<file path="config.mk">
export PLATFORM = sky130hd
export DESIGN_NAME = shconv_div
export DESIGN_NICKNAME = d
export VERILOG_FILES = /design/src/hdl/shconv_div.sv
export SDC_FILE = /design/constraint.sdc
export NUM_CORES = 1
export LEC_CHECK = 0
export ABC_AREA = 1
export BUFFER_PORTS_ARGS = -buffer_cell sky130_fd_sc_hd__buf_2
export CORE_MARGIN = 2
export CORE_UTILIZATION = 55
export DETAILED_ROUTE_END_ITERATION = 8
export PLACE_DENSITY_LB_ADDON = 0.08
export SYNTH_ARGS = -nofsm -noshare
export SYNTH_HDL_FRONTEND = slang
export SYNTH_SLANG_ARGS = --single-unit
</file>
<file path="constraint.sdc">
create_clock -name clk -period 5.9 [get_ports clk]
set_input_delay 0.59 -clock clk [delete_from_list [all_inputs] [get_ports clk]]
set_output_delay 0.59 -clock clk [all_outputs]
set_load 0.005 [all_outputs]
</file>
<file path="src/hdl/shconv_div.sv">
// ----------------------------------------------------------------------------
// shconv_div
// restoring divider, one quotient bit per cycle
// ----------------------------------------------------------------------------
`default_nettype none

module shconv_div #(
  parameter int NW  = 17,
  parameter int DVW = 9
) (
  input  wire logic           clk,
  input  wire logic           rst_n,
  input  wire logic           start,
  input  wire logic [NW-1:0]  dividend,
  input  wire logic [DVW-1:0] divisor,
  output logic                done,
  output logic      [NW-1:0]  quotient,
  output logic      [DVW-1:0] remainder
);

  localparam int CW = $clog2(NW + 1);

  logic          busy_r;
  logic          done_r;
  logic [CW-1:0] cnt_r;
  logic [NW-1:0] dvd_r;
  logic [NW-1:0] quo_r;
  logic [DVW-1:0] rem_r;
  logic [DVW-1:0] dvs_r;
  logic [DVW:0]  trial;
  logic          fits;

  assign trial = {rem_r, dvd_r[NW-1]};
  assign fits  = trial >= {1'b0, dvs_r};

  always_ff @(posedge clk) begin
    if (!rst_n) begin
      busy_r <= 1'b0;
      done_r <= 1'b0;
      cnt_r  <= '0;
    end else begin
      done_r <= 1'b0;
      if (start) begin
        busy_r <= 1'b1;
        cnt_r  <= CW'(NW);
      end else if (busy_r) begin
        cnt_r <= cnt_r - CW'(1);
        if (cnt_r == CW'(1)) begin
          busy_r <= 1'b0;
          done_r <= 1'b1;
        end
      end
    end
  end

  always_ff @(posedge clk) begin
    if (start) begin
      dvd_r <= dividend;
      dvs_r <= divisor;
      quo_r <= '0;
      rem_r <= '0;
    end else if (busy_r) begin
      dvd_r <= {dvd_r[NW-2:0], 1'b0};
      quo_r <= {quo_r[NW-2:0], fits};
      rem_r <= fits ? DVW'(trial - {1'b0, dvs_r}) : trial[DVW-1:0];
    end
  end

  assign done      = done_r;
  assign quotient  = quo_r;
  assign remainder = rem_r;

endmodule

`default_nettype wire

</file>
# --- Word-level counts from Yosys, hierarchy flattened ---
# Index checks and enable logic that the tools add are counted.
classes:
  add_sub_neg: 2
  magnitude_cmp: 1
  eq_ne: 1
  muxes: 9
  bitwise: 2
  n_reduce_logical: 3
op_table:
  columns: ["op", "n"]
  rows:
  - ["17-bit 2-to-1 mux", 2]
  - ["10-bit by 9-bit >= comparator with 1-bit output", 1]
  - ["5-bit 2-to-1 mux", 2]
  - ["9-bit 2-to-1 mux", 1]
  - ["9-bit subtractor", 1]
  - ["5-bit by 1-bit == test with 1-bit output, second input constant", 1]
  - ["5-bit by 1-bit subtractor with 5-bit output, second input constant", 1]
  - ["1-bit 2-to-1 mux", 4]
  - ["3-bit OR reduction", 1]
  - ["1-bit NOT", 2]
  - ["2-bit nonzero test", 1]
  - ["2-bit OR reduction", 1]
totals:
  ff_bits: 59
  input_bits: 29
  out_inout_bits: 27
  wordCells: 26

# --- Longest topological paths before layout ---
depth:
  word_depth: 4
  depth_mapped: 15
  mapped_depth_nobuf: 14

# --- Least setup slack after synthesis ---
# No wires, ideal clock.
synth_path:
  path_type: "reg2reg"
  from: "reg dvd_r[16]"
  to: "reg rem_r[8] (netlist: remainder[8])"
  setup_time_ps: 113
  arrival_ps: 1790
  required_ps: 5787
  setup_slack_ps: 3997
  path_stages_with_launch: 14
  path_buffers: 0
  synth_period_minus_slack_ps: 1903
  cell_sequence: "edfxtp_1 > inv_1 > ha_1 > inv_1 > fa_1 > nand2_1 > nand2_1 > nand3_2 > nand2_2 > nand2_2 > nand2_4 > or2_2 > nand3_1 > nand2_1"
synth_via:
  elab_chain_cells: 2
  word_cells_on_any_way: 3
  cone_classes: "1 x add/sub; 1 x order compare; 1 x mux"
synth_rtl:
  columns: ["item", "line", "text"]
  rows:
  - ["start: declaration", "26", "logic [NW-1:0] dvd_r;"]
  - ["start signal: assignment", "58", "dvd_r <= dividend;"]
  - ["start signal: assignment", "63", "dvd_r <= {dvd_r[NW-2:0], 1'b0};"]
  - ["9-bit subtractor or 10-bit by 9-bit >= comparator with 1-bit output (tied branches)", "65, 34", null]
  - ["9-bit 2-to-1 mux (*)", "65", "rem_r <= fits ? DVW'(trial - {1'b0, dvs_r}) : trial[DVW-1:0];"]
  - ["end signal: assignment", "65", null]
  - ["end: declaration", "28", "logic [DVW-1:0] rem_r;"]
# Every way passes the cells marked *; elsewhere a longest branch is shown, timed or not.
# A chain may end at the register's enable or synchronous reset.

==> run metrics <==
Synth Instances=roughly 340; Stages on worst setup path=4; cell area after synthesis=~2800 µm²; PnR worst setup slack=around 3700 ps; dpl cells=between 400 and 500; DRC=0; CP max stage delay=a little over 800 ps; Core ar.=between 5000 and 6000 µm²; # rows=26; fin. max-slew vios=0; post_cts resized=0; number of vias per cell=roughly 4.8; Max Cap Viol=0; area share of xor/xnor cells in the synthesized design=0.00935; Via Count=between 2000 and 2500; Int Power=roughly 670 µW; post-synthesis compound-gate area fraction=0.0646; met2 usage=0.343; CTS HTree Levels=3; multiplexer share of the synthesized area=0; commonest cells in the netlist=nand2_1, inv_1, dfxtp_1; crit-path leading delay family=buffers and inverters; pre-CTS setup slack=roughly 3300 ps; largest cells by area after synthesis=edfxtp_1, dfxtp_1, nand2_1; Routed WL=5.44 mm; count leader, synth=nand2_1; non-filler cells, final=roughly 470; RePlAce Congestion=0.843; worst skew pair latency=320 ps; Sequential Power Share=0.527; outcome=finished, final reports clean; largest net degree at the start of global routing=34; Iter 0 DRT Violations=approximately 140; Ys Warns=0; crit-path cells=buf_2, nor2_4, clkinv_1, o22ai_1; Layout Skew=~9.5 ps; CTS buffer count=9; Die ar.=approximately 5700 µm²; Comb pwr share=0.104; met1 usage=0.267; DIE HEIGHT=~75 µm; Post-CTS Setup Inserts=0; Root Buffer=clkbuf_8; WS Path Type=in2reg; top_reg_cell synth=dfxtp_1; initial antenna violation count=0; Worst EP arrival=around 2500 ps; setup tns final=0 ps; Post-Synth Adder-Cell Area=0.0561; async set or reset register ratio after synthesis=0; input/output buffers=55; Clock Power Share=0.370; Buf/Inv on CP=2; critical path startpoint category=input port; RSZ-0062 raised after global routing=false; dpl hpwl=approximately 3.9 mm; final non-filler cell area=~3300 µm²; WL per Instance=11.6 µm; sw power=between 200 and 250 µW; placed inst area=3120 µm²; I/O Pins=56; CTS Buffer Depth=2; P&R area growth vs syn=17.4%; Worst VDD drop=between 0.2 and 0.25 mV; layout cell share with drive strength beyond 1=0.212; TritonCTS clock tree=built; worst reg-to-reg path cell count=13; Setup crit end kind=flop; fmax=about 0.45 GHz; Power Dens Cells=268 nW/µm²; largest family of logic cells by synthesized area=simple AND/OR/NAND/NOR gates; hold depth=1; Critical Path Slowest Stage Cell=clkinv_1; vias in the first global route=2090; Reg clk slew, reported paths=around 70 ps; GR met3 Demand/Resource=0.0542; post-synth top area cell=edfxtp_1; GRT overflow=0; FILL cells=around 480; Hold-fix buffers, CTS=0; Slew @ Worst Pin=983 ps; Final period util=0.380; Critical Path RT=6110 ps; Initial Utilization=0.561; Avg Inst Size Synth=8.39 µm²; Final Hold Fails=0; drt pass-1 iters=4; Hold Crit Class=in2reg; post-synth cell types=34; first-pass GRT wire length=between 9 and 10 mm; slew margin rel.=0.341; crit path max fanout=33; leakage=0.00166 µW; Die X-Extent=about 75 µm; Sw Share=0.239; CTS sink count=59; Synth top area share=0.278; Seq/Total Area, Yosys=0.513; Global Route Usage Sum=0.210; Nets=around 430; synthesis-stage register bit count=59; syn nets=between 300 and 400; Final Setup Violations=0; antenna cells=0; Post-synth EDFFs=26; GR peak layer=met2; DRT antenna net count=0; Synth Area in Simple Gates=0.256; final worst path period need=about 2200 ps; hold slack=439 ps
[power groups by stage]
stage                     logic (µW)  registers (µW)  clock network (µW)
final                           91.4             465                 327
after CTS                       92.1             465                 336
after floorplan                 68.0             468                   0
after detailed placement        91.6             473                   0
after global placement          90.0             473                   0
after global routing             106             467                 354
[per-stage QoR]
| step | power [µW] | utilization |
|---|---|---|
| floorplan | 536 | - |
| global placement | 563 | 0.622 |
| detailed placement | 565 | 0.622 |
| CTS | 893 | 0.658 |
| global route | 927 | 0.658 |
| finish | 883 | 0.658 |
[flip-flops by register name, summed over array words and instances, names as in the netlist]
signal     count
busy_r         1
cnt_r          5
done           1
dvd_r         17
dvs_r          9
quotient      17
remainder      9
[cells by family after synthesis]
logic type      count (synthesis)
fa+ha+maj                      12
buf+inv                        69
simple gates                  162
flops                          59
compound gates                 30
xor+xnor                        3
[area by class of cell]
cell class                      instances  area, µm²  share of cell area
Sequential cell                        59       1440               0.437
Inverter                               60        225              0.0683
Timing Repair Buffer                   55        275              0.0835
Clock buffer                           14        173              0.0524
Tap cell                               70       87.6              0.0266
Clock inverter                          2       10.0             0.00303
Multi-Input combinational cell        207       1090               0.329
[placed cells by master, fill, tap and decap left out, types with 11 or more instances in the layout]
cell type / synthesis / final
clkbuf_8: 0 / 12
edfxtp_1: 26 / 26
nand3_1: 16 / 16
dfxtp_1: 33 / 33
inv_1: 59 / 59
nand2_1: 106 / 106
ha_1: 11 / 11
buf_2: 3 / 55
o22ai_1: 14 / 14
nor2_1: 15 / 15
[worst paths after layout]
kind,to,slack [ps],from
worst max register to register,remainder[8]$_SDFFE_PP0P_,3710,dvd_r[16]$_DFFE_PP_
worst max-delay path,quotient[13]$_SDFFE_PP0P_,3660,start
worst min register to register,quotient[16]$_SDFFE_PP0P_,460,quotient[16]$_SDFFE_PP0P_
worst min-delay path,dvs_r[1]$_DFFE_PP_,440,divisor[1]
[layer usage]
| metal | vias to the layer above | part of all wire |
|---|---|---|
| li1 | 1185 | - |
| met1 | 1014 | 0.47 |
| met4 | 0 | 0.0050 |
| met5 | - | 0 |
| met3 | 2 | 0.039 |
| met2 | 42 | 0.48 |
Note: power is estimated with default switching activity, not from simulation.
