$ cat src/hdl/shconv_pkg.sv
// ----------------------------------------------------------------------------
// shconv_pkg
// shared types, constants and kernel weights of the sharpen convolution block
// ----------------------------------------------------------------------------
`default_nettype none

package shconv_pkg;

  localparam int LANES  = 4;
  localparam int LANE_W = 8;
  localparam int PIX_W  = LANES * LANE_W;
  localparam int KW     = 6;   // signed kernel weight
  localparam int ACCW   = 15;  // signed per-lane accumulator
  localparam int TAP_W  = 3;   // tap column / row index
  localparam int CFG_W  = 9;
  localparam int CFG_IDX_W = 2;

  // configuration register indexes
  localparam logic [CFG_IDX_W-1:0] CFG_IMAGE_WIDTH  = 2'd0;
  localparam logic [CFG_IDX_W-1:0] CFG_IMAGE_HEIGHT = 2'd1;
  localparam logic [CFG_IDX_W-1:0] CFG_STRONG_MODE  = 2'd2;

  localparam logic [CFG_W-1:0] CFG_DIM_RESET = 9'd256;

  // commands
  localparam logic CMD_LOAD = 1'b0;
  localparam logic CMD_EMIT = 1'b1;

  // kernel geometry
  localparam logic [1:0]       RAD_SOFT      = 2'd2;
  localparam logic [1:0]       RAD_STRONG    = 2'd1;
  localparam logic [TAP_W-1:0] SPAN_SOFT     = 3'd4;
  localparam logic [TAP_W-1:0] SPAN_STRONG   = 3'd2;
  localparam logic [TAP_W-1:0] CENTER_SOFT   = 3'd2;
  localparam logic [TAP_W-1:0] CENTER_STRONG = 3'd1;

  // kernel weights
  localparam logic signed [KW-1:0] W_OUTER       = -6'sd1;
  localparam logic signed [KW-1:0] W_SOFT_INNER  = 6'sd2;
  localparam logic signed [KW-1:0] W_SOFT_CENTER = 6'sd16;
  localparam logic signed [KW-1:0] W_STRONG_CTR  = 6'sd9;

  localparam int SOFT_SHIFT = 4;
  localparam logic signed [ACCW-1:0] LANE_MAX = 15'sd255;

  typedef logic signed [ACCW-1:0] shconv_acc_t;

  // one tap issued by the walker
  typedef struct packed {
    logic                 valid;
    logic                 last;
    logic signed [KW-1:0] weight;
  } shconv_tap_t;

  function automatic logic signed [KW-1:0] shconv_tap_weight(
    input logic [TAP_W-1:0] dx,
    input logic [TAP_W-1:0] dy,
    input logic             strong_en
  );
    logic inner_x;
    logic inner_y;
    logic signed [KW-1:0] wgt;
    inner_x = (dx >= 3'd1) && (dx <= 3'd3);
    inner_y = (dy >= 3'd1) && (dy <= 3'd3);
    if (strong_en) begin
      wgt = ((dx == CENTER_STRONG) && (dy == CENTER_STRONG)) ? W_STRONG_CTR : W_OUTER;
    end else if ((dx == CENTER_SOFT) && (dy == CENTER_SOFT)) begin
      wgt = W_SOFT_CENTER;
    end else if (inner_x && inner_y) begin
      wgt = W_SOFT_INNER;
    end else begin
      wgt = W_OUTER;
    end
    return wgt;
  endfunction

endpackage

`default_nettype wire

$ cat src/hdl/shconv_mac.sv
// ----------------------------------------------------------------------------
// shconv_mac
// four-lane multiply-accumulate shared by all taps, with clamp and scale
// ----------------------------------------------------------------------------
`default_nettype none

module shconv_mac import shconv_pkg::*; (
  input  wire logic             clk,
  input  wire logic             rst_n,
  input  wire logic             clear,
  input  wire shconv_tap_t      tap,
  input  wire logic [PIX_W-1:0] rd_data,
  input  wire logic             strong_en,
  output logic      [PIX_W-1:0] result
);

  shconv_tap_t tap_q_r;
  shconv_acc_t acc_r  [LANES];
  shconv_acc_t prod   [LANES];
  shconv_acc_t scaled [LANES];

  // weight lines up with the registered memory data
  always_ff @(posedge clk) begin
    if (!rst_n) begin
      tap_q_r <= '0;
    end else begin
      tap_q_r <= tap;
    end
  end

  always_comb begin
    for (int i = 0; i < LANES; i++) begin
      prod[i] = $signed({1'b0, rd_data[i*LANE_W +: LANE_W]}) * tap_q_r.weight;
    end
  end

  always_ff @(posedge clk) begin
    for (int i = 0; i < LANES; i++) begin
      if (clear) begin
        acc_r[i] <= '0;
      end else if (tap_q_r.valid) begin
        acc_r[i] <= acc_r[i] + prod[i];
      end
    end
  end

  always_comb begin
    for (int i = 0; i < LANES; i++) begin
      if (acc_r[i][ACCW-1]) begin
        scaled[i] = '0;
      end else if (strong_en) begin
        scaled[i] = acc_r[i];
      end else begin
        scaled[i] = acc_r[i] >>> SOFT_SHIFT;
      end
      result[i*LANE_W +: LANE_W] = (scaled[i] > LANE_MAX) ? {LANE_W{1'b1}}
                                                          : scaled[i][LANE_W-1:0];
    end
  end

endmodule

`default_nettype wire

$ cat config.mk
export PLATFORM = sky130hd
export DESIGN_NAME = shconv_mac
export DESIGN_NICKNAME = d
export VERILOG_FILES = /design/src/hdl/shconv_pkg.sv /design/src/hdl/shconv_mac.sv
export SDC_FILE = /design/constraint.sdc
export NUM_CORES = 1
export LEC_CHECK = 0
export ABC_AREA = 0
export BUFFER_PORTS_ARGS = -buffer_cell sky130_fd_sc_hd__buf_2
export CAP_MARGIN = 20
export CELL_PAD_IN_SITES_DETAIL_PLACEMENT = 1
export CELL_PAD_IN_SITES_GLOBAL_PLACEMENT = 1
export CORE_MARGIN = 4
export CORE_UTILIZATION = 40
export DETAILED_ROUTE_END_ITERATION = 7
export HOLD_SLACK_MARGIN = 0.15
export PLACE_DENSITY = 0.81
export SYNTH_ARGS = -nofsm -noshare
export SYNTH_HDL_FRONTEND = slang
export SYNTH_SLANG_ARGS = --single-unit
$ cat constraint.sdc
create_clock -name clk -period 14.4 [get_ports clk]
set_clock_uncertainty 0.2 [all_clocks]
set_input_delay 2.16 -clock clk [delete_from_list [all_inputs] [get_ports clk]]
set_output_delay 2.16 -clock clk [all_outputs]
set_load 0.005 [all_outputs]
# Word-level counts from Yosys, hierarchy flattened
# Memories as Yosys holds them, arrays and structs flattened.
# Index checks and enable logic that the tools add are counted.
# Widths: inputs -> output; s select.
[totals] reg_bits=7 ramBits=60 inputBits=44 out_inout_bits=32 elab_cells=40 n_memories=1
[mem_list] memory="acc_r" depth=4 word_bits=15 rd=4 rd_clocked_by_memory_dff=0 wr=4 line="shconv_mac.sv:18" rtl="shconv_acc_t acc_r [LANES];"
[op_classes] addsub=4 multipliers=4 order_cmp=4 mux=21 n_bitwise=4
[ops] operator="$mux 14" n=7
[ops] operator="$mux 15" n=5
[ops] operator="$add 15x15->15" n=4
[ops] operator="$gt 15x9->1 const B" n=4
[ops] operator="$mul 9x6->15" n=4
[ops] operator="$mux 8" n=4
[ops] operator="$mux 1" n=5
[ops] operator="$or 1x1->1" n=4

# Depth between registers and ports, before layout
# An unclocked memory read counts as a cell.
[logic_depth] ltp_word=5 depth_mapped=18 depth_no_buf=15

# Worst setup path before layout
# No wires, ideal clock.
[synth_path] path_type="input to register" start="input rd_data[11]" end="memory acc_r[1][12] (netlist bit), data pin" setup_ns=0.266 t_arrival_ns=5.698 required_time_ns=13.934 setup_slack_ns=8.236 cell_stages=15 n_path_buf=0 path_cell_list="and2_1 fa_1 inv_1 fa_1 inv_1 fa_1 inv_1 fa_1 inv_1 ha_1 o21ai_1 o21ai_1 a311oi_1 xor2_1 nor2_1"
[synth_rtl] item="start, declared" line="shconv_mac.sv:12" rtl="input wire logic [PIX_W-1:0] rd_data,"
[synth_rtl] item="end, declared" line="shconv_mac.sv:18"

==> flow_summary.toml <==
[worst_setup_path]
reg2reg_from = "tap_q_r[0]"
slowest_delay_ps = 540
cp_top_family = "adder cells"
crit_required_ps = 14260
critPathKind = "in -> reg"
rr_worst_depth = 15
reg2reg_to = "acc_r[3][14]"
crit_slowest_cell = "fa_1"
crit_buf_inv = 5
worst-path-max-fanout = 6
start_kind = "primary input"
end_kind = "register"
cp.arrival_ps = 6210
cp_cell_sequence = "buf_2 > and2_1 > fa_1 > inv_1 > fa_1 > inv_1 > fa_1 > inv_1 > fa_1 > inv_1 > ha_1 > o21ai_1 > o21ai_1 > a311oi_1 > xor2_1 > nor2_1"
ff2ff_setup_slack_ps = 8980

[logic_synthesis]
synth_top_area_share_pct = 25.74
async_reset_ff_share_pct = 0
yosys-top-cells-count = "inv_1, ha_1, fa_1, and2_1, nand2_1"
synth_top_cell_by_area = "fa_1"
synth_nets = 1584
synth.cell_area_um2 = 11280
syn_area_per_cell_um2 = 9.042
ys.flop_type = "edfxtp_1"
synth_cell_types = 50
yosysMostFrequentCell = "inv_1"
ys_top_cells_by_area = "fa_1, ha_1, edfxtp_1"
syn-instance-count = 1247
ys_ff_latch = 67
yosysWarnings = 0
synth_edf_count = 60
synth-seq-area-share_pct = 17.22

[sta]
tns_ps = 0
rsz0062_at_grt = "no"
fmax_ghz = 0.1576
hold_viol_final = 0
finalCriticalPeriod_ps = 6346
drv_slew = 0
hold_ws_ps = 494.3
min_period_over_period_pct = 44.07
finalSetupViolations = 0
max_slew_margin_pct = 33.91
worstMarginPinSlew_ps = 991.4

[pwr]
combPwrFrac_pct = 56.5
power_density_nw_per_um2 = 99.16
netSwitchingFraction_pct = 43.73
power.leakage_uw = 0.006409
netSwitchingPower_uw = 539.1
p_int_uw = 693.6
peakVddDrop_mv = 0.06292
pwr-share-clk_pct = 22.2
seqPwrFrac_pct = 21.3

[floorplan]
fp-row-count = 61
fp.dieW_um = 175.9
dieArea_um2 = 30940
io_pins = 76
fp.dieH_um = 175.9
initial_core_util_pct = 40.59
fp.coreArea_um2 = 27780

[cts]
cts_buffers = 9
clk_pin_slew_ps = 60
cts.repair.resized = 0
htreeDepth = 3
cts_tree = "done"
root_buffer = "clkbuf_16"
cts.sinks = 67
cts_setup_buffers = 0
clock_path_buffers = 2
ctsHoldBuffers = 0
clock_latency_ps = 350

[routing]
vias = 8605
drc = 0
routed_wl_um = 29530
vias_per_cell = 5.092
firstDrtPassIters = 5
postRouteAntennaNets = 0
drtIter0Drc = 333
wl_per_cell_um = 17.47

[place]
dp_hpwl_um = 23230
port-buffer-count = 74
gp_congestion = 0.8050

[cells_and_area]
final_nets = 1644
antenna-diode-count = 0
syn_to_final_growth_pct = 10.25
drive_gt1_share_pct = 8.308
n_fill_cell = 3326

[grt]
grt_overflow = 0
antenna_found_initial = 0
track_usage_pct = 19.91
grt_max_degree = 61
grt_pass1_vias = 10030
grt_pass1_wl_um = 49450

[hold_path]
worst_hold_path_type = "reg -> reg"
min_from = "acc_r[1][0]"
whs_endpoint = "acc_r[1][0]"
whs_path_depth = 2

[outcome]
outcome = "completed"

[job]
max-cap-violations = 0
==> area by class of cell <==
| class | count | area, um2 | share of cell area, % |
|---|---|---|---|
| Timing Repair Buffer | 84 | 465.4 | 3.744 |
| Clock inverter | 6 | 112.6 | 0.9058 |
| Clock buffer | 10 | 239.0 | 1.922 |
| Multi-Input combinational cell | 857 | 8119 | 65.31 |
| Inverter | 288 | 1081 | 8.696 |
| Sequential cell | 67 | 1942 | 15.62 |
| Tap cell | 378 | 473.0 | 3.804 |
==> cells by family after synthesis <==
group	Yosys count	synth area share, %
AOI/OAI and AO/OA	156	8.777
xor gates and xnor gates	40	3.107
adders and majority gates	293	42.17
buffers and inverters	323	10.82
DFF	67	17.22
muxes	35	3.107
and+or+nand+nor	333	14.80
==> power groups by stage <==
stage	Combinational, uW	Sequential [uW]	Clock [uW]
after global placement	647	265	0
after floorplan	512	252	0
final	697	262	274
after global routing	798	265	285
after detailed placement	682	266	0
after CTS	701	263	277
==> per-layer routing <==
metal / GRT usage [%] / wire length (um)
met1: 23.79 / 12480
met2: 36.73 / 15380
met3: 2.561 / 783
met4: 6.985 / 885
met5: 0 / 0
==> layout by cell type, fill, tap and decap left out, drive strengths merged, types with 7 or more instances in the layout <==
cell type and instances:
ha 148, inv 288, edfxtp 60, nand2 98
clkbuf 10, buf 84, a21oi 39, xor2 17
fa 145, nor3 8, nand3 17, nor2 60
a21o 22, xnor2 23, mux2i 35, o21ai 47
nand4 7, nand2b 12, and3 8, dfxtp 7
a211oi 9, and2 107
==> tightest hold or removal path: stages, from the launching register on <==
cell      delay [ps]
edfxtp_1         360
ha_1             130
and2_1           100
==> worst max-delay path by stage <==
| stage | startpoint | endpoint | depth (start not counted) |
|---|---|---|---|
| finish | rd_data[11] | acc_r[1][12] | 16 |
| global placement | rd_data[11] | acc_r[1][12] | 16 |
| detailed placement | rd_data[11] | acc_r[1][12] | 16 |
| floorplan | rd_data[11] | acc_r[1][12] | 15 |
| global route | rd_data[11] | acc_r[1][12] | 16 |
| CTS | rd_data[11] | acc_r[1][12] | 16 |
==> registers in the layout, indices dropped and copies added (netlist names) <==
signal   cells
acc_r       60
tap_q_r      7
==> per-stage QoR <==
stage | setup slack, ps | cells | total power, uW | util (%) | instance area (um2)
after global placement | 7792 | 1673 | 912.0 | 43.38 | 12050
final | 8054 | 1690 | 1233 | 44.75 | 12430
after global routing | 7830 | 1690 | 1348 | 44.75 | 12430
after floorplan | 8236 | 1247 | 764.0 | - | 11280
after detailed placement | 7732 | 1673 | 948.0 | 43.38 | 12050
after CTS | 8081 | 1689 | 1240 | 44.65 | 12400
Note: power is estimated with default switching activity, not from simulation.
