<file path="config.mk">
export PLATFORM = sky130hd
export DESIGN_NAME = shconv_tap_walker
export DESIGN_NICKNAME = d
export VERILOG_FILES = /design/src/hdl/shconv_pkg.sv /design/src/hdl/shconv_tap_walker.sv
export SDC_FILE = /design/constraint.sdc
export NUM_CORES = 1
export LEC_CHECK = 0
export BUFFER_PORTS_ARGS = -buffer_cell sky130_fd_sc_hd__buf_4
export CORE_AREA = 2 2 115 117
export CTS_CLUSTER_SIZE = 14
export DETAILED_ROUTE_END_ITERATION = 7
export DIE_AREA = 0 0 117 119
export PLACE_DENSITY = 0.77
export SLEW_MARGIN = 20
export SYNTH_ARGS = -nofsm -noshare
export SYNTH_HDL_FRONTEND = slang
export SYNTH_SLANG_ARGS = --single-unit
</file>
<file path="constraint.sdc">
create_clock -name clk -period 4.9 [get_ports clk]
set_input_delay 0.98 -clock clk [delete_from_list [all_inputs] [get_ports clk]]
set_output_delay 0.98 -clock clk [all_outputs]
set_load 0.02 [all_outputs]
</file>
<file path="src/hdl/shconv_pkg.sv">
// ----------------------------------------------------------------------------
// shconv_pkg
// shared types, constants and kernel weights of the sharpen convolution block
// ----------------------------------------------------------------------------
`default_nettype none

package shconv_pkg;

  localparam int LANES  = 4;
  localparam int LANE_W = 8;
  localparam int PIX_W  = LANES * LANE_W;
  localparam int KW     = 6;   // signed kernel weight
  localparam int ACCW   = 15;  // signed per-lane accumulator
  localparam int TAP_W  = 3;   // tap column / row index
  localparam int CFG_W  = 9;
  localparam int CFG_IDX_W = 2;

  // configuration register indexes
  localparam logic [CFG_IDX_W-1:0] CFG_IMAGE_WIDTH  = 2'd0;
  localparam logic [CFG_IDX_W-1:0] CFG_IMAGE_HEIGHT = 2'd1;
  localparam logic [CFG_IDX_W-1:0] CFG_STRONG_MODE  = 2'd2;

  localparam logic [CFG_W-1:0] CFG_DIM_RESET = 9'd256;

  // commands
  localparam logic CMD_LOAD = 1'b0;
  localparam logic CMD_EMIT = 1'b1;

  // kernel geometry
  localparam logic [1:0]       RAD_SOFT      = 2'd2;
  localparam logic [1:0]       RAD_STRONG    = 2'd1;
  localparam logic [TAP_W-1:0] SPAN_SOFT     = 3'd4;
  localparam logic [TAP_W-1:0] SPAN_STRONG   = 3'd2;
  localparam logic [TAP_W-1:0] CENTER_SOFT   = 3'd2;
  localparam logic [TAP_W-1:0] CENTER_STRONG = 3'd1;

  // kernel weights
  localparam logic signed [KW-1:0] W_OUTER       = -6'sd1;
  localparam logic signed [KW-1:0] W_SOFT_INNER  = 6'sd2;
  localparam logic signed [KW-1:0] W_SOFT_CENTER = 6'sd16;
  localparam logic signed [KW-1:0] W_STRONG_CTR  = 6'sd9;

  localparam int SOFT_SHIFT = 4;
  localparam logic signed [ACCW-1:0] LANE_MAX = 15'sd255;

  typedef logic signed [ACCW-1:0] shconv_acc_t;

  // one tap issued by the walker
  typedef struct packed {
    logic                 valid;
    logic                 last;
    logic signed [KW-1:0] weight;
  } shconv_tap_t;

  function automatic logic signed [KW-1:0] shconv_tap_weight(
    input logic [TAP_W-1:0] dx,
    input logic [TAP_W-1:0] dy,
    input logic             strong_en
  );
    logic inner_x;
    logic inner_y;
    logic signed [KW-1:0] wgt;
    inner_x = (dx >= 3'd1) && (dx <= 3'd3);
    inner_y = (dy >= 3'd1) && (dy <= 3'd3);
    if (strong_en) begin
      wgt = ((dx == CENTER_STRONG) && (dy == CENTER_STRONG)) ? W_STRONG_CTR : W_OUTER;
    end else if ((dx == CENTER_SOFT) && (dy == CENTER_SOFT)) begin
      wgt = W_SOFT_CENTER;
    end else if (inner_x && inner_y) begin
      wgt = W_SOFT_INNER;
    end else begin
      wgt = W_OUTER;
    end
    return wgt;
  endfunction

endpackage

`default_nettype wire

</file>
<file path="src/hdl/shconv_tap_walker.sv">
// ----------------------------------------------------------------------------
// shconv_tap_walker
// steps through the kernel window, one frame store address per cycle
// ----------------------------------------------------------------------------
`default_nettype none

module shconv_tap_walker import shconv_pkg::*; #(
  parameter int XCW = 8,
  parameter int YCW = 8,
  parameter int DW  = 9,
  parameter int HD  = 9,
  parameter int AW  = 16
) (
  input  wire logic           clk,
  input  wire logic           rst_n,
  input  wire logic           start,
  input  wire logic [XCW-1:0] x0,
  input  wire logic [YCW-1:0] y0,
  input  wire logic [DW-1:0]  w,
  input  wire logic [HD-1:0]  h,
  input  wire logic           strong_en,
  output shconv_tap_t         tap,
  output logic      [AW-1:0]  addr
);

  typedef enum logic [3:0] {
    W_IDLE = 4'b0001,
    W_BACK = 4'b0010,
    W_BASE = 4'b0100,
    W_RUN  = 4'b1000
  } walk_state_t;

  walk_state_t state_r, state_nxt;

  logic [1:0]       cnt_r;
  logic [XCW-1:0]   ix_r;
  logic [XCW-1:0]   ix0_r;
  logic [YCW-1:0]   iy_r;
  logic [AW-1:0]    base_r;
  logic [TAP_W-1:0] dx_r;
  logic [TAP_W-1:0] dy_r;
  logic [XCW-1:0]   x_max;
  logic [YCW-1:0]   y_max;
  logic [1:0]       rad;
  logic [TAP_W-1:0] span;
  logic [YCW+DW-1:0] row_prod;
  logic             run;
  logic             last_tap;

  assign x_max    = XCW'(w - DW'(1));
  assign y_max    = YCW'(h - HD'(1));
  assign rad      = strong_en ? RAD_STRONG : RAD_SOFT;
  assign span     = strong_en ? SPAN_STRONG : SPAN_SOFT;
  assign row_prod = iy_r * w;
  assign run      = (state_r == W_RUN);
  assign last_tap = run && (dx_r == span) && (dy_r == span);

  always_comb begin
    state_nxt = state_r;
    case (state_r)
      W_IDLE: if (start) state_nxt = W_BACK;
      W_BACK: if (cnt_r == 2'd1) state_nxt = W_BASE;
      W_BASE: state_nxt = W_RUN;
      W_RUN:  if (last_tap) state_nxt = W_IDLE;
      default: state_nxt = W_IDLE;
    endcase
  end

  always_ff @(posedge clk) begin
    if (!rst_n) begin
      state_r <= W_IDLE;
    end else begin
      state_r <= state_nxt;
    end
  end

  always_ff @(posedge clk) begin
    case (state_r)
      W_IDLE: begin
        if (start) begin
          ix_r  <= x0;
          iy_r  <= y0;
          cnt_r <= rad;
        end
      end
      // move to the top-left corner of the window, wrapping at the edges
      W_BACK: begin
        ix_r  <= (ix_r == '0) ? x_max : ix_r - XCW'(1);
        iy_r  <= (iy_r == '0) ? y_max : iy_r - YCW'(1);
        cnt_r <= cnt_r - 2'd1;
      end
      W_BASE: begin
        base_r <= AW'(row_prod);
        ix0_r  <= ix_r;
        dx_r   <= '0;
        dy_r   <= '0;
      end
      W_RUN: begin
        if (dx_r == span) begin
          dx_r <= '0;
          dy_r <= dy_r + TAP_W'(1);
          ix_r <= ix0_r;
          if (iy_r == y_max) begin
            iy_r   <= '0;
            base_r <= '0;
          end else begin
            iy_r   <= iy_r + YCW'(1);
            base_r <= base_r + AW'(w);
          end
        end else begin
          dx_r <= dx_r + TAP_W'(1);
          ix_r <= (ix_r == x_max) ? '0 : ix_r + XCW'(1);
        end
      end
      default: ;
    endcase
  end

  assign tap.valid  = run;
  assign tap.last   = last_tap;
  assign tap.weight = shconv_tap_weight(dx_r, dy_r, strong_en);
  assign addr       = base_r + AW'(ix_r);

endmodule

`default_nettype wire

</file>
### Word level (Yosys, flattened, before mapping)

Cells that the tools add are included.

* equality and inequality tests: 17
* reductions and logical operators: 17
* muxes and demuxes: 29
* add/subtract/negate cells: 11
* multipliers: 1
* order comparisons: 4

Operators with widths (count)
* 8-bit two-way mux: 8
* 8-bit one-hot mux with 3 select lines: 2
* 16-bit two-way mux: 2
* 16-bit one-hot mux with 2 select lines: 1
* 8-bit by 1-bit subtractor with 8-bit output (second input constant): 4
* 6-bit two-way mux: 4
* 16-bit by 8-bit adder with 16-bit output: 1
* 16-bit by 9-bit adder with 16-bit output: 1
* 8-bit by 1-bit adder with 8-bit output (second input constant): 2
* 8-bit == test: 2
* 8-bit zero test: 2
* 8-bit by 9-bit multiplier with 16-bit output: 1
* 4-bit one-hot mux with 4 select lines: 1
* 4-bit two-way mux: 3
* 3-bit one-hot mux with 2 select lines: 2
* 3-bit two-way mux: 3
* 1-bit logical AND: 7
* 3-bit by 1-bit adder with 3-bit output (second input constant): 2
* 3-bit by 1-bit == test with 1-bit output (second input constant): 2
* 3-bit by 2-bit == test with 1-bit output (second input constant): 2
* 3-bit == test: 2
* 3-bit by 1-bit >= comparator with 1-bit output (second input constant): 2
* 3-bit by 2-bit less-or-equal comparator with 1-bit output (second input constant): 2
* 2-bit AND reduction: 3
* other kinds (13): 18

* output and inout bits: 24
* word-level logic and storage cells: 87
* register bits after elaboration: 52
* input port bits: 38

### Depth between registers and ports, before layout

Gate-level depths: netlist (run 1).

* depth after elaboration: 6
* gate-level depth with buffers: 18
* gate-level depth less buffers: 17

### Least setup slack after synthesis (run 1)

Ideal clock, no wire load.

* kind: input to register
* start: input port w[0]
* end: register base_r[15], data pin
* setup time: 0.271 ns
* arrival: 4.749 ns
* buffers on the path: 1
* path slack: -0.120 ns
* stages on the path: 16
* required time: 4.629 ns
* cells stage by stage: clkbuf_1 nand2_1 fa_1 fa_1 inv_1 fa_1 inv_1 fa_1 inv_1 ha_1 nor3_1 nand2b_1 o2111ai_1 a32oi_1 xnor2_1 o22ai_1

* longest elaborated chain between the ends: 4
* elaborated cells on any way between the ends: 5
* classes of those cells: 1 x add/sub; 1 x mul; 3 x mux

Ends and longest elaborated chain
* from (decl): RTL line shconv_tap_walker.sv:19 `input wire logic [DW-1:0] w,`
* branches (longest 3 deep; another with 8-bit by 9-bit multiplier with 16-bit output)
* 16-bit one-hot mux with 2 select lines (*): RTL line shconv_tap_walker.sv:78 `case (state_r)`
* to (signal assigned): RTL line shconv_tap_walker.sv:93 `base_r <= AW'(row_prod);`
* to (signal assigned): RTL line shconv_tap_walker.sv:108 `base_r <= base_r + AW'(w);`
* to (decl): RTL line shconv_tap_walker.sv:39 `logic [AW-1:0] base_r;`

Every way passes the cells marked *. The select of a mux whose other input is x is not followed.
A chain may end at the register's enable or synchronous reset.

### Worst setup path in the final report (run 1)

* start: input port w[5]
* end: register base_r[14], data pin

The elaborated chain is that of the path after synthesis.

==> results.py, run 1 <==
metrics = {
    "placed_design": {
        "gp_congestion": 0.875,
        "hpwlAfterDp_um": 14000,
        "placed_cell_area_mm2": 0.00774,
        "place_ws_ns": -0.196,
        "port_buffers": 60,
    },
    "global_routing": {
        "grt_max_degree": 29,
        "grt_pass1_wl_um": 29000,
        "grt_use_met1_pct": 32.4,
        "grtUsageMet2_pct": 46.1,
        "grtUsageMet3_pct": 3.16,
        "grt_pass1_vias": 6198,
        "grt-busiest-layer": "met2",
        "overflow": 0,
        "grt_use_total_pct": 26.1,
        "antenna_found_initial": 0,
    },
    "detailed_routing": {
        "viasPerCell": 5.84,
        "postRouteAntennaNets": 0,
        "drc": 0,
        "num_vias": 5937,
        "wl_per_cell_um": 17.2,
        "drt-initial-drc-count": 398,
        "drt_pass1_iterations": 5,
        "finalWirelength_um": 17500,
    },
    "sta": {
        "hold_violations": 0,
        "min_period_over_period_pct": 96.0,
        "finalCriticalPeriod_ns": 4.70,
        "fmax_mhz": 213,
        "worst_slew_pin_slew_ns": 0.550,
        "rsz0062_at_grt": "no",
        "drv_slew": 0,
        "fin_skew_ns": 0.0107,
        "setup_ws_ns": 0.198,
        "slew_headroom_pct": 63.0,
        "setup_viol": 0,
    },
    "critical_path": {
        "critPathArrivalTime_ns": 4.74,
        "reg2reg_depth": 14,
        "r2r_end": "base_r[10]$_DFFE_PP_",
        "worstSetupPathType": "in2reg",
        "critPathSlowestCell": "fa_1",
        "cp.required_ns": 4.93,
        "slowest_delay_ns": 0.53,
        "startpoint_type": "primary input",
        "worst_path_most_repeated_cell": "fa_1",
        "critical_path.startpoint": "w[5]",
        "path_max_fanout": 6,
        "crit_end": "base_r[14]$_DFFE_PP_",
        "ff2ff_setup_slack_ns": 0.28,
        "endpoint_kind": "flip-flop",
        "crit_chain": "buf_4 > buf_4 > nand2_1 > fa_1 > fa_1 > inv_1 > fa_1 > inv_1 > fa_1 > inv_1 > ha_1 > buf_4 > nor4_1 > nor3_1 > o21ai_0 > o21ai_0 > xnor2_1 > o22ai_1",
        "r2r_start": "iy_r[3]$_DFFE_PP_",
    },
    "cts": {
        "cts_buffers": 5,
        "clock-sinks": 52,
        "cts_max_path_buffers": 2,
        "htreeDepth": 2,
        "clkLatencyLatePin_ns": 0.30,
        "clkSlewWorstSetupHoldPaths_ns": 0.08,
        "cts_tree": "yes",
        "clockRootBuffer": "clkbuf_16",
        "post_cts_buffers": 0,
    },
    "logic_synthesis": {
        "yosysMostFrequentCell": "inv_1",
        "netlist_area_mm2": 0.00695,
        "synth_common_cells": "inv_1, ha_1, and2_1, nand2_1, edfxtp_1",
        "synth_cell_types": 64,
        "synth_top_area_share_pct": 20.7,
        "yosysSeqAreaShare_pct": 21.9,
        "synth_top_area_cell": "edfxtp_1",
        "yosys-top-cells-area": "edfxtp_1, fa_1, ha_1",
        "synth_fp_nets": 925,
        "postSynth.asyncResetShare_pct": 0,
        "ys.warnings.count": 0,
        "synth_seq_cells": 52,
        "synth_cells": 776,
        "syn_area_per_cell_um2": 8.96,
        "synth_edf_count": 48,
        "synthFlopType": "edfxtp_1",
    },
    "pwr": {
        "p_leak_nw": 3.48,
        "power_density_mw_per_mm2": 566,
        "vdd_drop_max_mv": 0.445,
    },
    "final_layout": {
        "multi_input_area_mm2": 0.00496,
        "num-fill-cells": 1100,
        "num_antenna_cells": 0,
        "layout.nets": 989,
        "register_area_mm2": 0.00152,
        "fin_area_mm2": 0.00791,
        "final_util_pct": 61.4,
        "syn_to_final_growth_pct": 13.8,
        "drive_above_1_share_pct": 15.7,
    },
    "die": {
        "ios": 62,
        "die_h_um": 119,
        "start_util_pct": 54.0,
        "coreArea_mm2": 0.0129,
        "die-area_mm2": 0.0139,
        "rows": 42,
        "die_w_um": 117,
    },
    "job": {
        "drv_cap": 0,
    },
    "min_path": {
        "hold_path.class": "reg2reg",
    },
    "run_status": {
        "status": "completed",
    },
}
power by group:
group / total, mW / internal [mW] / leakage [nW] / switching (mW)
sequential: 0.791 / 0.678 / 0.487 / 0.113
combinational: 3.32 / 1.61 / 2.92 / 1.71
clock: 0.369 / 0.194 / 0.0719 / 0.175
worst max-delay path, delay by kind of cell:
family | cells | cell delay [ns]
AND/OR/NAND/NOR | 3 | 0.35
adder cells (fa/ha/maj) | 5 | 2.29
AO/OA/AOI/OAI | 3 | 0.37
buffers and inverters | 6 | 0.58
XOR/XNOR | 1 | 0.16
logic make-up after synthesis:
| family | share of synthesized area [%] |
|---|---|
| AND/OR/NAND/NOR | 18.9 |
| AO/OA/AOI/OAI | 16.1 |
| buffers and inverters | 7.18 |
| adder cells (fa/ha/maj) | 24.6 |
| XOR/XNOR | 10.6 |
| flip-flops | 21.9 |
| multiplexers | 0.720 |
routing by layer:
metal,up-vias,part of all wire [%],wire length (um)
met1,2873,41,7190
met3,37,5.6,974
met4,0,2.4,423
met5,-,0,0
li1,2839,-,-
met2,188,51,8910
how the worst min path moves through the flow:
stage	slack (ns)	startpoint	end	cells past startpoint
3_3_place_gp	0.54	ix0_r[0]$_DFFE_PP_	ix_r[0]$_DFFE_PP_	2
3_5_place_dp	0.56	ix0_r[3]$_DFFE_PP_	ix_r[3]$_DFFE_PP_	2
5_1_grt	0.61	ix0_r[1]$_DFFE_PP_	ix_r[1]$_DFFE_PP_	2
4_1_cts	0.58	ix0_r[3]$_DFFE_PP_	ix_r[3]$_DFFE_PP_	2
6_report	0.58	ix0_r[3]$_DFFE_PP_	ix_r[3]$_DFFE_PP_	2
2_1_floorplan	0.45	ix_r[2]$_DFFE_PP_	ix0_r[2]$_DFFE_PP_	0
placed cells by master (no fill, tap or decap), types with 5 or more instances in the layout:
| master | count |
|---|---|
| buf_4 | 98 |
| nand3b_1 | 8 |
| and2_1 | 54 |
| mux2i_1 | 5 |
| and3_1 | 11 |
| edfxtp_1 | 48 |
| nor3_1 | 13 |
| nand2_1 | 54 |
| nor2b_1 | 6 |
| a21o_1 | 11 |
| o211ai_1 | 11 |
| ha_1 | 67 |
| nor2_1 | 42 |
| nand3_1 | 21 |
| nor4_1 | 7 |
| o22ai_1 | 10 |
| o21ai_0 | 30 |
| a22oi_1 | 6 |
| o31ai_2 | 8 |
| a211oi_1 | 9 |
| fa_1 | 43 |
| a21oi_1 | 32 |
| or2_2 | 5 |
| clkbuf_16 | 5 |
| xnor2_1 | 43 |
| o21bai_1 | 5 |
| inv_1 | 85 |
| xor2_1 | 28 |
layout make-up:
type	count	area share (%)
clock inverter	3	0.348
clock buffer	5	1.58
inverter	85	4.03
multi-input combinational	598	62.7
timing repair buffer	98	9.30
tap	176	2.78
sequential	52	19.2
flip-flops by register name (all words and copies together), names as in the netlist:
register and cells:
ix_r 8, dx_r 3, cnt_r 2, dy_r 3, state_r 4, base_r 16, iy_r 8, ix0_r 8
stage by stage:
step	cells	setup TNS, ns	hold slack [ns]	power [mW]
after floorplan	776	0	0.455	3.12
after global placement	1009	-0.391	0.539	3.92
after detailed placement	1009	-0.644	0.564	4.04
after CTS	1017	0	0.583	4.43
after global routing	1017	0	0.613	4.94
final	1017	0	0.580	4.48
what timing repair did:
item                                   in CTS  in global routing
endpoints found under the hold margin       0                  0
hold buffers                                0                  0
setup endpoints to repair                   0                  4
resized for setup                           0                  3
Note: power is estimated with default switching activity, not from simulation.
==> run 2, diff against run 1 <==
--- a/config.mk
+++ b/config.mk
@@ -11,6 +11,7 @@
 export DETAILED_ROUTE_END_ITERATION = 7
 export DIE_AREA = 0 0 117 119
 export PLACE_DENSITY = 0.77
+export SETUP_SLACK_MARGIN = 0.3
 export SLEW_MARGIN = 20
 export SYNTH_ARGS = -nofsm -noshare
 export SYNTH_HDL_FRONTEND = slang
==> run 2 against run 1 <==
Power is 7.6% higher. Via count is 0.74% lower. Sequential share of layout area is 0.35 points lower. Utilization is 1.1 points higher. Critical path type unchanged. Critical endpoint is now base_r[15]$_DFFE_PP_. Largest cell class unchanged. Largest power group unchanged. Highest routed layer unchanged.
==> results.py, run 2 (same netlist as run 1, synthesis figures left out) <==
metrics = {
    "final_layout": {
        "multi_input_area_mm2": 0.00512,
        "regMostFlops": "base_r",
        "final_common_cell": "buf_4",
        "layout_common_cells": "buf_4, inv_1, ha_1",
        "fin_area_mm2": 0.00806,
        "drive_above_1_share_pct": 19.3,
        "num-fill-cells": 1085,
        "register_area_mm2": 0.00152,
        "num_antenna_cells": 0,
        "layout.nets": 983,
        "largest_reg_flops": 16,
        "syn_to_final_growth_pct": 15.9,
    },
    "min_path": {
        "hold_path.class": "reg2reg",
        "worstHoldStart": "ix0_r[1]$_DFFE_PP_",
    },
    "detailed_routing": {
        "num_vias": 5893,
        "drc": 0,
        "wl_per_cell_um": 17.1,
        "finalWirelength_um": 17300,
        "postRouteAntennaNets": 0,
        "drt-initial-drc-count": 564,
        "drt_pass1_iterations": 5,
        "viasPerCell": 5.83,
    },
    "placed_design": {
        "hpwlAfterDp_um": 13500,
        "gp_congestion": 0.898,
        "port_buffers": 60,
        "place_ws_ns": 0.0307,
        "placed_cell_area_mm2": 0.00773,
    },
    "cts": {
        "clkLatencyLatePin_ns": 0.31,
        "hold_buffers": 0,
        "clockRootBuffer": "clkbuf_16",
        "clkSlewWorstSetupHoldPaths_ns": 0.08,
        "htreeDepth": 2,
        "cts_max_path_buffers": 2,
        "cts_buffers": 5,
        "cts_tree": "yes",
        "clock-sinks": 52,
    },
    "die": {
        "start_util_pct": 54.0,
        "coreArea_mm2": 0.0129,
        "die_w_um": 117,
        "ios": 62,
        "die-area_mm2": 0.0139,
        "die_h_um": 119,
        "rows": 42,
    },
    "sta": {
        "rsz0062_at_grt": "yes",
        "drv_slew": 0,
        "setup_ws_ns": 0.369,
        "fmax_mhz": 221,
        "worst_slew_pin_slew_ns": 0.601,
        "finalSetupTns_ns": 0,
        "hold_violations": 0,
        "fin_skew_ns": 0.00864,
        "finalCriticalPeriod_ns": 4.53,
        "min_period_over_period_pct": 92.5,
        "hold_slack_ns": 0.579,
        "setup_viol": 0,
        "slew_headroom_pct": 59.4,
    },
    "critical_path": {
        "startpoint_type": "primary input",
        "path_max_fanout": 6,
        "worstSetupPathType": "in2reg",
        "cp.required_ns": 4.94,
        "r2r_start": "iy_r[5]$_DFFE_PP_",
        "endpoint_kind": "flip-flop",
        "critical_path.startpoint": "w[7]",
        "critPathArrivalTime_ns": 4.57,
    },
    "global_routing": {
        "antenna_found_initial": 0,
        "grt_pass1_vias": 6048,
        "overflow": 0,
        "grt_use_total_pct": 25.8,
        "grt_pass1_wl_um": 28300,
        "grt_max_degree": 27,
    },
    "run_status": {
        "status": "completed",
    },
    "pwr": {
        "vdd_drop_max_mv": 0.501,
        "fin_total_pwr_mw": 4.82,
        "p_leak_nw": 3.49,
        "power_density_mw_per_mm2": 598,
    },
    "job": {
        "drv_cap": 0,
    },
}
run 2: cell count changes in the layout (fill, tap and decap cells not counted), moves of 5 or more:
cell,previous run,this run
and2_4,0,9
buf_4,98,87
ha_4,0,6
and2_1,54,45
inv_2,0,8
inv_1,85,77
o21ai_0,30,25
nand2_1,54,49
ha_1,67,62
run 2: layer usage:
metal	up-vias	track usage, %	routed length, um
li1	2824	-	-
met1	2857	31.2	7150
met2	184	45.6	8890
met3	28	3.61	865
met4	0	10.1	403
met5	-	0	0
run 2: where the power goes:
group | switching (mW) | internal [mW]
combinational | 1.86 | 1.79
sequential | 0.125 | 0.678
clock | 0.179 | 0.194
total | 2.16 | 2.66
run 2: worst max-delay path: stages:
cell and delay [ns]:
buf_4 0.15, and2_4 0.14, fa_1 0.56, fa_2 0.45, fa_1 0.49, inv_1 0.05
fa_1 0.49, inv_2 0.05, ha_4 0.18, nor3_4 0.23, nand2b_1 0.11, o2111ai_2 0.22
a32oi_1 0.15, xnor2_1 0.22, o22ai_1 0.09
run 2: layout make-up:
| type | count | share of cell area, % |
|---|---|---|
| multi-input combinational | 598 | 63.5 |
| sequential | 52 | 18.9 |
| timing repair buffer | 92 | 9.07 |
| inverter | 85 | 3.96 |
| tap | 176 | 2.73 |
| clock buffer | 5 | 1.55 |
| clock inverter | 3 | 0.311 |
run 2: final timing paths:
kind,end,slack (ns),cells after the start
setup / recovery,base_r[15]$_DFFE_PP_,0.37,15
hold / removal,ix_r[1]$_DFFE_PP_,0.58,2
setup reg to reg,base_r[15]$_DFFE_PP_,0.47,14
hold reg to reg,ix_r[1]$_DFFE_PP_,0.58,2
run 2: metrics by stage:
step / util, % / cells
floorplan: - / 776
global placement: 60.1 / 993
detailed placement: 60.1 / 993
CTS: 61.2 / 1001
global route: 62.6 / 1011
finish: 62.6 / 1011
run 2: timing repair:
action / CTS / global route
gates resized for setup: 1 / 30
setup endpoints to repair: 1 / 9
buffers inserted: 0 / 10
pin swaps: 0 / 16
hold endpoints to repair: 0 / 0
